**config.mk**
```make
export PLATFORM = sky130hd
export DESIGN_NAME = temperature_threshold_arbiter_unit
export DESIGN_NICKNAME = d
export VERILOG_FILES = /design/src/hdl/tta_pkg.sv /design/src/hdl/tta_table.sv /design/src/hdl/temperature_threshold_arbiter_unit.sv
export SDC_FILE = /design/constraint.sdc
export NUM_CORES = 1
export LEC_CHECK = 0
export ABC_CLOCK_PERIOD_IN_PS = 8300
export BUFFER_PORTS_ARGS = -buffer_cell sky130_fd_sc_hd__buf_2
export CAP_MARGIN = 5
export CORE_ASPECT_RATIO = 1.1
export CORE_MARGIN = 2
export CORE_UTILIZATION = 45
export DETAILED_ROUTE_END_ITERATION = 8
export GPL_TIMING_DRIVEN = 1
export PLACE_DENSITY = 0.58
export SLEW_MARGIN = 0
export SYNTH_ARGS = -nofsm -noshare
export SYNTH_HDL_FRONTEND = slang
export SYNTH_SLANG_ARGS = --single-unit
```
**constraint.sdc**
```tcl
create_clock -name clock -period 8.3 [get_ports clock]
set_clock_uncertainty 0.1 [all_clocks]
set_input_delay 1.66 -clock clock [delete_from_list [all_inputs] [get_ports clock]]
set_output_delay 1.66 -clock clock [all_outputs]
set_load 0.005 [all_outputs]
```
**src/hdl/tta_pkg.sv**
```systemverilog
// Package of the temperature threshold arbiter: shared constants and types.
// Used by the table, the top level and the checker; depends on nothing.
package tta_pkg;

   // Default sizing of the block.
   localparam int NUM_REQUESTERS_DEFAULT = 16;
   localparam int TEMP_BITS_DEFAULT      = 16;

   // Fixed widths of the item fields.
   localparam int FIELD_BITS = 16;
   localparam int REQ_BITS   = 4;

   // Command codes.
   localparam logic CMD_STORE = 1'b0;
   localparam logic CMD_CLEAR = 1'b1;

   // Access controls from the sequencer to the request table.
   typedef struct packed {
      logic wr_en;
      logic rd_en;
   } tbl_ctrl_type;

endpackage

```
**src/hdl/tta_table.sv**
```systemverilog
// Request table of the threshold arbiter: one synchronous memory plus presence bits.
// Depends on tta_pkg for the access control struct.
module tta_table #(
   parameter int NUM_REQUESTERS = tta_pkg::NUM_REQUESTERS_DEFAULT,
   parameter int TEMP_BITS      = tta_pkg::TEMP_BITS_DEFAULT,
   localparam int IW = (NUM_REQUESTERS > 1) ? $clog2(NUM_REQUESTERS) : 1,
   localparam int EW = 2 * TEMP_BITS + 2
) (
   input  logic                  clock,
   input  logic                  reset,
   input  tta_pkg::tbl_ctrl_type ctrl,
   input  logic [IW-1:0]         wr_addr,
   input  logic [EW-1:0]         wr_data,
   output logic                  wr_present,
   input  logic [IW-1:0]         rd_addr,
   output logic [EW-1:0]         rd_data
);

   logic [EW-1:0]             entry_mem [NUM_REQUESTERS];
   logic [NUM_REQUESTERS-1:0] present_ff;
   logic [NUM_REQUESTERS-1:0] present_in;
   logic [EW-1:0]             rd_data_ff;
   logic                      rd_present_ff;

   // Presence of the entry being written, used to decide whether a clear acts.
   assign wr_present = present_ff[wr_addr];

   // Any write marks its entry present; reset makes every entry absent.
   always_comb begin
      present_in = present_ff;
      if (ctrl.wr_en) begin
         present_in[wr_addr] = 1'b1;
      end
   end

   always_ff @(posedge clock) begin
      if (reset) begin
         present_ff <= '0;
      end else begin
         present_ff <= present_in;
      end
   end

   // Memory write port and registered read port.
   always_ff @(posedge clock) begin
      if (ctrl.wr_en) begin
         entry_mem[wr_addr] <= wr_data;
      end
      if (ctrl.rd_en) begin
         rd_data_ff    <= entry_mem[rd_addr];
         rd_present_ff <= present_ff[rd_addr];
      end
   end

   // An absent entry reads as having no valid trips.
   assign rd_data = rd_present_ff ? rd_data_ff : '0;

endmodule

```
**src/hdl/temperature_threshold_arbiter_unit.sv**
```systemverilog
// Top level of the temperature threshold arbiter: sequencer, check and scan logic.
// Depends on tta_pkg and instantiates tta_table.
//
// Usage: the req_ channel carries one command per item: a store of a
// requester's low/high trip request checked against the current temperature,
// or a clear of a requester's entry. The rsp_ channel returns exactly one
// item per request: rejected, changed, and the arbitrated low (highest valid
// low trip) and high (lowest valid high trip) with their valid flags.
// Both channels use valid/ready; an item moves when both are high.
// A rejected store or a clear of an absent entry goes from the check step
// straight to the output register; a request that updates the table passes
// through the check step, a scan that reads every table entry once through
// the single memory read port, a drain step and a resolve step before its
// result enters the output register.
// One request is processed at a time; req_ready rises again once the result
// has moved into the output register, so a new item is taken only after the
// previous one is through.
// Reset empties the table and makes both arbitrated trips invalid.
// When the receiver stalls, the result holds in the output register and a
// following result waits until that register is free.
module temperature_threshold_arbiter_unit #(
   parameter int NUM_REQUESTERS = tta_pkg::NUM_REQUESTERS_DEFAULT,
   parameter int TEMP_BITS      = tta_pkg::TEMP_BITS_DEFAULT
) (
   input  logic                           clock,
   input  logic                           reset,
   input  logic                           req_valid,
   output logic                           req_ready,
   input  logic                           req_command,
   input  logic [tta_pkg::REQ_BITS-1:0]   req_requester,
   input  logic [tta_pkg::FIELD_BITS-1:0] req_low_trip,
   input  logic                           req_low_trip_valid,
   input  logic [tta_pkg::FIELD_BITS-1:0] req_high_trip,
   input  logic                           req_high_trip_valid,
   input  logic [tta_pkg::FIELD_BITS-1:0] req_current_temp,
   input  logic                           req_current_valid,
   output logic                           rsp_valid,
   input  logic                           rsp_ready,
   output logic                           rsp_rejected,
   output logic                           rsp_changed,
   output logic [tta_pkg::FIELD_BITS-1:0] rsp_arb_low,
   output logic                           rsp_arb_low_valid,
   output logic [tta_pkg::FIELD_BITS-1:0] rsp_arb_high,
   output logic                           rsp_arb_high_valid
);

   localparam int IW = (NUM_REQUESTERS > 1) ? $clog2(NUM_REQUESTERS) : 1;
   localparam int EW = 2 * TEMP_BITS + 2;
   localparam int TB = TEMP_BITS;
   localparam int FW = tta_pkg::FIELD_BITS;

   typedef enum logic [2:0] {
      ST_IDLE,
      ST_CHECK,
      ST_SCAN,
      ST_DRAIN,
      ST_RESOLVE,
      ST_EMIT
   } state_type;

   // Sequencer state and captured request.
   state_type                    state_ff, state_in;
   logic                         cmd_ff, cmd_in;
   logic [tta_pkg::REQ_BITS-1:0] requester_ff, requester_in;
   logic [TB-1:0]                lo_ff, lo_in, hi_ff, hi_in, cur_ff, cur_in;
   logic                         lo_ok_ff, lo_ok_in, hi_ok_ff, hi_ok_in;
   logic                         cur_ok_ff, cur_ok_in;
   // Scan counter, read-valid flag and running extremes.
   logic [IW-1:0]                scan_ff, scan_in;
   logic                         rd_vld_ff, rd_vld_in;
   logic [TB-1:0]                acc_lo_ff, acc_lo_in, acc_hi_ff, acc_hi_in;
   logic                         acc_lo_ok_ff, acc_lo_ok_in, acc_hi_ok_ff, acc_hi_ok_in;
   // Arbitrated trips held between requests.
   logic [TB-1:0]                arb_lo_ff, arb_lo_in, arb_hi_ff, arb_hi_in;
   logic                         arb_lo_ok_ff, arb_lo_ok_in, arb_hi_ok_ff, arb_hi_ok_in;
   // Pending result flags and the output register.
   logic                         res_rej_ff, res_rej_in, res_chg_ff, res_chg_in;
   logic                         rsp_valid_ff, rsp_valid_in;
   logic                         rsp_rej_ff, rsp_rej_in, rsp_chg_ff, rsp_chg_in;
   logic [FW-1:0]                rsp_lo_ff, rsp_lo_in, rsp_hi_ff, rsp_hi_in;
   logic                         rsp_lo_ok_ff, rsp_lo_ok_in, rsp_hi_ok_ff, rsp_hi_ok_in;

   // Table interface.
   tta_pkg::tbl_ctrl_type tbl_ctrl;
   logic [IW-1:0]         tbl_wr_addr;
   logic [EW-1:0]         tbl_wr_data;
   logic                  tbl_wr_present;
   logic [EW-1:0]         tbl_rd_data;

   // Decoded request and table read data.
   logic          in_range, bad_store, out_free;
   logic          rd_lo_ok, rd_hi_ok, take_lo, take_hi, trips_differ;
   logic [TB-1:0] rd_lo, rd_hi;

   tta_table #(
      .NUM_REQUESTERS (NUM_REQUESTERS),
      .TEMP_BITS      (TEMP_BITS)
   ) u_table (
      .clock      (clock),
      .reset      (reset),
      .ctrl       (tbl_ctrl),
      .wr_addr    (tbl_wr_addr),
      .wr_data    (tbl_wr_data),
      .wr_present (tbl_wr_present),
      .rd_addr    (scan_ff),
      .rd_data    (tbl_rd_data)
   );

   // Request checks against the current temperature and the table size.
   assign in_range  = int'(requester_ff) < NUM_REQUESTERS;
   assign bad_store = !in_range
                   || (lo_ok_ff && (!cur_ok_ff || lo_ff > cur_ff))
                   || (hi_ok_ff && (!cur_ok_ff || hi_ff < cur_ff));

   // Table write: a store writes the request, a clear writes empty trips.
   assign tbl_wr_addr = IW'(requester_ff);
   always_comb begin
      if (cmd_ff == tta_pkg::CMD_STORE) begin
         tbl_wr_data = {lo_ok_ff, lo_ok_ff ? lo_ff : '0, hi_ok_ff, hi_ok_ff ? hi_ff : '0};
      end else begin
         tbl_wr_data = '0;
      end
   end

   // Fields of the entry read during the scan.
   assign rd_lo_ok = tbl_rd_data[EW-1];
   assign rd_lo    = tbl_rd_data[EW-2 -: TB];
   assign rd_hi_ok = tbl_rd_data[TB];
   assign rd_hi    = tbl_rd_data[TB-1:0];
   assign take_lo  = rd_lo_ok && (!acc_lo_ok_ff || rd_lo > acc_lo_ff);
   assign take_hi  = rd_hi_ok && (!acc_hi_ok_ff || rd_hi < acc_hi_ff);

   // New extremes differ from the held ones in a valid bit or a valid value.
   assign trips_differ = (acc_lo_ok_ff != arb_lo_ok_ff)
                      || (acc_lo_ok_ff && acc_lo_ff != arb_lo_ff)
                      || (acc_hi_ok_ff != arb_hi_ok_ff)
                      || (acc_hi_ok_ff && acc_hi_ff != arb_hi_ff);

   assign out_free = !rsp_valid_ff || rsp_ready;

   // Next-state logic of the sequencer. The table write completes in the check
   // step before the scan reads it, so reads never overlap a pending write.
   always_comb begin
      state_in     = state_ff;
      cmd_in       = cmd_ff;
      requester_in = requester_ff;
      lo_in        = lo_ff;
      lo_ok_in     = lo_ok_ff;
      hi_in        = hi_ff;
      hi_ok_in     = hi_ok_ff;
      cur_in       = cur_ff;
      cur_ok_in    = cur_ok_ff;
      scan_in      = scan_ff;
      rd_vld_in    = 1'b0;
      acc_lo_in    = acc_lo_ff;
      acc_lo_ok_in = acc_lo_ok_ff;
      acc_hi_in    = acc_hi_ff;
      acc_hi_ok_in = acc_hi_ok_ff;
      arb_lo_in    = arb_lo_ff;
      arb_lo_ok_in = arb_lo_ok_ff;
      arb_hi_in    = arb_hi_ff;
      arb_hi_ok_in = arb_hi_ok_ff;
      res_rej_in   = res_rej_ff;
      res_chg_in   = res_chg_ff;
      rsp_valid_in = rsp_valid_ff && !rsp_ready;
      rsp_rej_in   = rsp_rej_ff;
      rsp_chg_in   = rsp_chg_ff;
      rsp_lo_in    = rsp_lo_ff;
      rsp_lo_ok_in = rsp_lo_ok_ff;
      rsp_hi_in    = rsp_hi_ff;
      rsp_hi_ok_in = rsp_hi_ok_ff;
      tbl_ctrl     = '0;
      req_ready    = 1'b0;

      // Fold the entry read in the previous cycle into the running extremes.
      if (rd_vld_ff) begin
         if (take_lo) begin
            acc_lo_ok_in = 1'b1;
            acc_lo_in    = rd_lo;
         end
         if (take_hi) begin
            acc_hi_ok_in = 1'b1;
            acc_hi_in    = rd_hi;
         end
      end

      unique case (state_ff)
         ST_IDLE: begin
            req_ready = 1'b1;
            if (req_valid) begin
               cmd_in       = req_command;
               requester_in = req_requester;
               lo_in        = TB'(req_low_trip);
               lo_ok_in     = req_low_trip_valid;
               hi_in        = TB'(req_high_trip);
               hi_ok_in     = req_high_trip_valid;
               cur_in       = TB'(req_current_temp);
               cur_ok_in    = req_current_valid;
               state_in     = ST_CHECK;
            end
         end
         ST_CHECK: begin
            res_rej_in   = 1'b0;
            res_chg_in   = 1'b0;
            scan_in      = '0;
            acc_lo_in    = '0;
            acc_lo_ok_in = 1'b0;
            acc_hi_in    = '0;
            acc_hi_ok_in = 1'b0;
            if (cmd_ff == tta_pkg::CMD_STORE) begin
               if (bad_store) begin
                  res_rej_in = 1'b1;
                  state_in   = ST_EMIT;
               end else begin
                  tbl_ctrl.wr_en = 1'b1;
                  state_in       = ST_SCAN;
               end
            end else if (in_range && tbl_wr_present) begin
               tbl_ctrl.wr_en = 1'b1;
               state_in       = ST_SCAN;
            end else begin
               state_in = ST_EMIT;
            end
         end
         ST_SCAN: begin
            tbl_ctrl.rd_en = 1'b1;
            rd_vld_in      = 1'b1;
            if (scan_ff == IW'(NUM_REQUESTERS - 1)) begin
               state_in = ST_DRAIN;
            end else begin
               scan_in = scan_ff + 1'b1;
            end
         end
         ST_DRAIN: begin
            state_in = ST_RESOLVE;
         end
         ST_RESOLVE: begin
            res_chg_in = trips_differ;
            if (trips_differ) begin
               arb_lo_in    = acc_lo_ff;
               arb_lo_ok_in = acc_lo_ok_ff;
               arb_hi_in    = acc_hi_ff;
               arb_hi_ok_in = acc_hi_ok_ff;
            end
            state_in = ST_EMIT;
         end
         ST_EMIT: begin
            if (out_free) begin
               rsp_valid_in = 1'b1;
               rsp_rej_in   = res_rej_ff;
               rsp_chg_in   = res_chg_ff;
               rsp_lo_ok_in = arb_lo_ok_ff;
               rsp_lo_in    = arb_lo_ok_ff ? FW'(arb_lo_ff) : '0;
               rsp_hi_ok_in = arb_hi_ok_ff;
               rsp_hi_in    = arb_hi_ok_ff ? FW'(arb_hi_ff) : '0;
               state_in     = ST_IDLE;
            end
         end
         default: begin
            state_in = ST_IDLE;
         end
      endcase
   end

   // State and registered outputs.
   always_ff @(posedge clock) begin
      if (reset) begin
         state_ff     <= ST_IDLE;
         rd_vld_ff    <= 1'b0;
         rsp_valid_ff <= 1'b0;
         arb_lo_ff    <= '0;
         arb_lo_ok_ff <= 1'b0;
         arb_hi_ff    <= '0;
         arb_hi_ok_ff <= 1'b0;
      end else begin
         state_ff     <= state_in;
         rd_vld_ff    <= rd_vld_in;
         rsp_valid_ff <= rsp_valid_in;
         arb_lo_ff    <= arb_lo_in;
         arb_lo_ok_ff <= arb_lo_ok_in;
         arb_hi_ff    <= arb_hi_in;
         arb_hi_ok_ff <= arb_hi_ok_in;
      end
      cmd_ff       <= cmd_in;
      requester_ff <= requester_in;
      lo_ff        <= lo_in;
      lo_ok_ff     <= lo_ok_in;
      hi_ff        <= hi_in;
      hi_ok_ff     <= hi_ok_in;
      cur_ff       <= cur_in;
      cur_ok_ff    <= cur_ok_in;
      scan_ff      <= scan_in;
      acc_lo_ff    <= acc_lo_in;
      acc_lo_ok_ff <= acc_lo_ok_in;
      acc_hi_ff    <= acc_hi_in;
      acc_hi_ok_ff <= acc_hi_ok_in;
      res_rej_ff   <= res_rej_in;
      res_chg_ff   <= res_chg_in;
      rsp_rej_ff   <= rsp_rej_in;
      rsp_chg_ff   <= rsp_chg_in;
      rsp_lo_ff    <= rsp_lo_in;
      rsp_lo_ok_ff <= rsp_lo_ok_in;
      rsp_hi_ff    <= rsp_hi_in;
      rsp_hi_ok_ff <= rsp_hi_ok_in;
   end

   // Result port.
   assign rsp_valid          = rsp_valid_ff;
   assign rsp_rejected       = rsp_rej_ff;
   assign rsp_changed        = rsp_chg_ff;
   assign rsp_arb_low        = rsp_lo_ff;
   assign rsp_arb_low_valid  = rsp_lo_ok_ff;
   assign rsp_arb_high       = rsp_hi_ff;
   assign rsp_arb_high_valid = rsp_hi_ok_ff;

endmodule

```
* Yosys cells after proc, flatten, opt, wreduce, memory -nomap -nowiden
Memory sizes are Yosys's and may differ from the RTL's. A register that Yosys moved wholly into a read port is not among the register bits. Cells that the tools add are included. W data, S select, Z words.
Word-level totals: register bits after elaboration 188, RAM bits 544, input port bits 60, output and inout port bits 38, memories 1
Operators by class: add/sub/neg operators 1, order comparisons 7, eq/ne operators 14, multiplexer cells 31, bitwise logic cells 1, reductions and logical operators 32
Memories:
- u_table.entry_mem | depth 16, width 34, rd ports 1, clocked after Yosys merged registers in 1, wr ports 1, line tta_table.sv:19 | logic [EW-1:0] entry_mem [NUM_REQUESTERS];
Operators with widths (count):
- $mux W34 | 2
- $gt A16 B16 Y1 | 2
- $lt A16 B16 Y1 | 2
- $mux W16 | 2
- $ne A16 B16 Y1 | 2
- $mux W3 | 6
- $pmux W3 S6 | 1
- $or A16 B16 Y16 | 1
- $mux W1 | 14
- $reduce_and A2 Y1 | 6
- $lt A4 B5 Y1 const B | 2
- $logic_or A1 B1 Y1 | 9
- $bmux W1 S4 | 2
- $logic_and A1 B1 Y1 | 8
- $ne A2 B2 Y1 const B | 4
- $pmux W4 S2 | 1
- $eq A3 B2 Y1 const B | 2
- $eq A3 B3 Y1 const B | 2
- $logic_not A1 Y1 | 5
- $add A4 B1 Y4 const B | 1
- $demux W1 S4 | 1
- $eq A4 B4 Y1 const B | 1
- $ge A4 B1 Y1 const B | 1
- $mux W4 | 1
- other kinds (6) | 8

* Logic depth before layout (Yosys ltp)
depth after elaboration 9, mapped depth 11, gate-level depth less buffers 8

* Hierarchy
A second synthesis with hierarchy kept.
Second synthesis, totals: cell total of the unflattened synthesis 1784, area total of the unflattened synthesis 31342.6 um^2
Modules (own cells, without submodules):
- tta_table | instances 1, cells each 1004, area each 22791.9 um^2, seq. area each 17707.0 um^2
- temperature_threshold_arbiter_unit | instances 1, cells each 780, area each 8550.7 um^2, seq. area each 4404.2 um^2

* Worst setup path after synthesis
Ideal clock, no wire load.
path kind register to register, start register lo_ff[1], end memory u_table.entry_mem[12][0] (netlist name) (enable), library setup time 0.511 ns, data arrival time 5.330 ns, slack 2.359 ns, cell stages (with the launch flop) 9, clock period less this slack 5.941 ns, path through edfxtp_1 ha_1 nor2b_1 o211ai_1 a21boi_0 or4b_2 a21bo_2 buf_6 nor4_1
On the way: word-level cells in the longest chain between the ends 9
RTL lines:
- start, declared | line temperature_threshold_arbiter_unit.sv:65 | logic [TB-1:0] lo_ff, lo_in, hi_ff, hi_in, cur_ff, cur_in;
- start signal, assigned | line temperature_threshold_arbiter_unit.sv:286 | lo_ff <= lo_in;
- $gt A16 B16 Y1 | line temperature_threshold_arbiter_unit.sv:112 | || (lo_ok_ff && (!cur_ok_ff || lo_ff > cur_ff))
- $logic_or A1 B1 Y1 | line temperature_threshold_arbiter_unit.sv:112
- $logic_and A1 B1 Y1 | line temperature_threshold_arbiter_unit.sv:112
- $logic_or A1 B1 Y1 | line temperature_threshold_arbiter_unit.sv:113 | || (hi_ok_ff && (!cur_ok_ff || hi_ff < cur_ff));
- $mux W1 | line temperature_threshold_arbiter_unit.sv:211 | if (bad_store) begin
- $mux W1 | line temperature_threshold_arbiter_unit.sv:210 | if (cmd_ff == tta_pkg::CMD_STORE) begin
- $mux W1 | line temperature_threshold_arbiter_unit.sv:187 | unique case (state_ff)
- $mux W1 | line tta_table.sv:46 | if (ctrl.wr_en) begin
- $mux W1 (not written as such) | line tta_table.sv:47 | entry_mem[wr_addr] <= wr_data;
- end, declared | line tta_table.sv:19
No other way between the ends.

* Final worst setup path
start register state_ff[0], end memory u_table.entry_mem[8][28] (netlist name) (enable)
On the way: word-level cells in the longest chain between the ends 4
RTL lines:
- start, declared | line temperature_threshold_arbiter_unit.sv:62 | state_type state_ff, state_in;
- start signal, assigned | line temperature_threshold_arbiter_unit.sv:276 | state_ff <= state_in;
- $eq A3 B1 Y1 | line temperature_threshold_arbiter_unit.sv:187
- $mux W1 | line temperature_threshold_arbiter_unit.sv:187
- $mux W1 | line tta_table.sv:46
- $mux W1 (not written as such) | line tta_table.sv:47
No other way between the ends.

==> results.yml <==
hold_path:
  worst_hold_path_type: "reg -> reg"
  min_from: "res_chg_ff$_DFFE_PP_"
  whs_path_depth: 0
  worstHoldEndpoint: "rsp_changed$_DFFE_PP_"
synthesis:
  syn_nets: 1814
  synth_flop_cell: "edfxtp_1"
  synth_area_per_cell_um2: 18.2
  syn_area_mm2: 0.0308
  ys_seq_area_frac: 0.717
  synthCells: 1691
  synth_warnings: 0
  synthArstFlopShare: 0
  synth_edf_count: 677
  synth-seq-cells: 766
  synth.distinct_cells: 52
finish:
  layout.nets: 1947
  num-fill-cells: 5404
  final_common_cell: "edfxtp_1"
  mostFrequentLayoutCells: "edfxtp_1, mux4_2, nand2_1, buf_2, and2_1"
  antennaDiodeCount: 0
  layout-drive-gt1-share: 0.234
  fin_util: 0.517
  area_delta_synth_final_pct: 13.5
  finalInstanceArea_mm2: 0.0350
global_route:
  grt_pass1_vias: 15928
  antenna_found_initial: 6
  grt_pass1_wl_um: 100000
  overflow: 0
  grt_max_degree: 143
  grt_util_all_layers: 0.193
job:
  drv_cap: 0
critical_path:
  reg2reg_depth: 5
  r2r_slack_ns: 4.23
  crit_required_ns: 8.44
  reg2reg_from: "state_ff[0]$_SDFFE_PP0P_"
  end_kind: "flip-flop"
  crit_path_max_fanout: 36
  r2r-end: "u_table.entry_mem[8][28]$_DFFE_PP_"
  worst-setup-path-type: "reg -> reg"
  cp.arrival_ns: 4.22
  worst_setup_path_start_kind: "flip-flop"
routing:
  drc: 0
  first_iter_violations: 1505
  routedWlPerCell_um: 23.6
  vias: 15558
  final_antenna_net_count: 0
  first_pass_iters: 7
  via_per_inst: 5.55
  drt_wl_total_um: 66200
placed_design:
  portBuffers: 97
  gp_congestion: 0.797
  placed_area_mm2: 0.0325
  place_ws_ns: 4.19
  hpwlAfterDp_um: 41800
cts:
  cts_tree: "done"
  cts-root-buf: "clkbuf_16"
  cts_hold_buf: 0
  cts.sinks: 766
  cts.reportedPaths.clkPinSlew_ns: 0.06
  htreeDepth: 3
  cts_made_buffers: 79
  cts_buffer_depth: 3
  post_cts_buffers: 0
  clk_latency_ns: 0.62
  cts_resized: 0
run_status:
  outcome: "finished clean"
die:
  core_area_mm2: 0.0677
  rows: 100
  start_util: 0.455
  io_pins: 98
  die_width_um: 254
  die_area_mm2: 0.0706
  die_h_um: 279
pwr:
  power.leakage_nw: 11.8
  pwr-share-comb: 0.219
  seq_power_share: 0.450
  switching_share: 0.274
  intPower_mw: 7.59
  p_clk_frac: 0.331
  switching_power_mw: 2.86
  powerDensity_mw_per_mm2: 299
  ir_drop_v: 0.000203
sta:
  final.setup.worst_slack_ns: 4.23
  tightest_slew_ns: 1.18
  post-route-min-period_ns: 4.07
  finalSetupViolCount: 0
  tns_ns: 0
  hold_viol: 0
  max_slew_margin: 0.207
  final-max-slew-violation-count: 0
  rsz0062_at_grt: "no"
  fmax_mhz: 245
  min_period_over_period: 0.491
## layer usage
layer  GRT usage  wire length, µm  vias up
met4      0.0498             1020        0
met1       0.276            29500     8109
met3      0.0360             4250       74
li1            -                -     6931
met5           0                0        -
met2       0.305            31400      444
## metrics by stage
| step | power, mW | cells | hold WS (ns) |
|---|---|---|---|
| 2_1_floorplan | 6.35 | 1691 | 0.300 |
| 3_3_place_gp | 7.09 | 2661 | 0.303 |
| 3_5_place_dp | 7.12 | 2661 | 0.313 |
| 4_1_cts | 10.6 | 2802 | 0.327 |
| 5_1_grt | 10.9 | 2802 | 0.339 |
| 6_report | 10.5 | 2802 | 0.322 |
## kinds of logic (layout without fill, tap and decap cells)
| family | count (synthesis) | after routing | synth area share |
|---|---|---|---|
| fa+ha+maj | 63 | 63 | 0.0256 |
| flops | 766 | 766 | 0.717 |
| xor+xnor | 35 | 35 | 0.00994 |
| compound gates | 119 | 119 | 0.0253 |
| simple gates | 342 | 342 | 0.0559 |
| mux | 230 | 230 | 0.148 |
| buf+inv | 136 | 329 | 0.0180 |
## worst max path at each step
stage	start	endpoint	slack [ns]	cells past startpoint
final	state_ff[0]$_SDFFE_PP0P_	u_table.entry_mem[8][28]$_DFFE_PP_	4.23	5
after global placement	state_ff[0]$_SDFFE_PP0P_	u_table.entry_mem[8][5]$_DFFE_PP_	4.23	5
after detailed placement	state_ff[0]$_SDFFE_PP0P_	u_table.entry_mem[8][5]$_DFFE_PP_	4.19	5
after CTS	state_ff[0]$_SDFFE_PP0P_	u_table.entry_mem[8][28]$_DFFE_PP_	4.18	5
after floorplan	lo_ff[1]$_DFFE_PP_	u_table.entry_mem[12][0]$_DFFE_PP_	2.36	8
after global routing	state_ff[0]$_SDFFE_PP0P_	u_table.entry_mem[8][13]$_DFFE_PP_	3.81	5
## registers in the layout, indices dropped and copies added (netlist names), 3 cells and up
signal,flops
hi_ff,16
u_table.present_ff,16
acc_lo_ff,16
cur_ff,16
rsp_arb_high,16
u_table.entry_mem,544
requester_ff,4
rsp_arb_low,16
lo_ff,16
acc_hi_ff,16
u_table.rd_data_ff,34
arb_lo_ff,16
arb_hi_ff,16
state_ff,3
scan_ff,4
## synth_stat cells, drive strengths merged (2+ instances only)
| cell | instances | area, µm² |
|---|---|---|
| nor2b | 7 | 43.8 |
| nand2 | 115 | 432 |
| xnor2 | 26 | 228 |
| mux4 | 180 | 4070 |
| or3 | 4 | 25.0 |
| and4 | 2 | 17.5 |
| o211ai | 4 | 30.0 |
| nand2b | 11 | 68.8 |
| inv | 57 | 214 |
| o21a | 3 | 22.5 |
| and3 | 4 | 25.0 |
| nor3 | 13 | 65.1 |
| a21o | 3 | 22.5 |
| o21ai | 29 | 145 |
| a21oi | 39 | 195 |
| a21boi | 4 | 41.3 |
| a211oi | 3 | 27.5 |
| and2 | 95 | 594 |
| a31o | 2 | 17.5 |
| nand3 | 30 | 150 |
| nand4 | 11 | 68.8 |
| xor2 | 9 | 78.8 |
| a2111oi | 4 | 35.0 |
| edfxtp | 677 | 20300 |
| buf | 28 | 149 |
| nor2 | 34 | 128 |
| clkbuf | 51 | 191 |
| a31oi | 2 | 12.5 |
| o2bb2ai | 2 | 17.5 |
| mux2i | 50 | 500 |
| dfxtp | 89 | 1780 |
| or2 | 2 | 12.5 |
| ha | 63 | 788 |
| a22o | 16 | 140 |
| nor4 | 11 | 68.8 |
| a211o | 2 | 17.5 |
## power by group through the flow
| stage | logic [mW] | clock network [mW] | registers [mW] |
|---|---|---|---|
| 2_1_floorplan | 1.60 | 0 | 4.74 |
| 3_3_place_gp | 2.31 | 0 | 4.78 |
| 3_5_place_dp | 2.33 | 0 | 4.79 |
| 4_1_cts | 2.33 | 3.53 | 4.71 |
| 5_1_grt | 2.48 | 3.67 | 4.73 |
| 6_report | 2.29 | 3.46 | 4.70 |
## final cells by class
type | count | area [µm²] | share of cell area
well taps | 918 | 1150 | 0.0328
multi-input cells | 789 | 8260 | 0.236
flip-flops and latches | 766 | 22100 | 0.632
clock inverters | 42 | 385 | 0.0110
inverters | 57 | 214 | 0.00611
repair buffers | 131 | 753 | 0.0215
clock buffers | 99 | 2130 | 0.0607
## critical path: stages, from the launching register on
cell	delay [ns]
dfxtp_1	0.53
nand2_1	0.75
inv_1	0.88
nand3b_1	0.55
nor4_2	0.32
buf_4	0.55
Power figures use the tool's default switching activity.
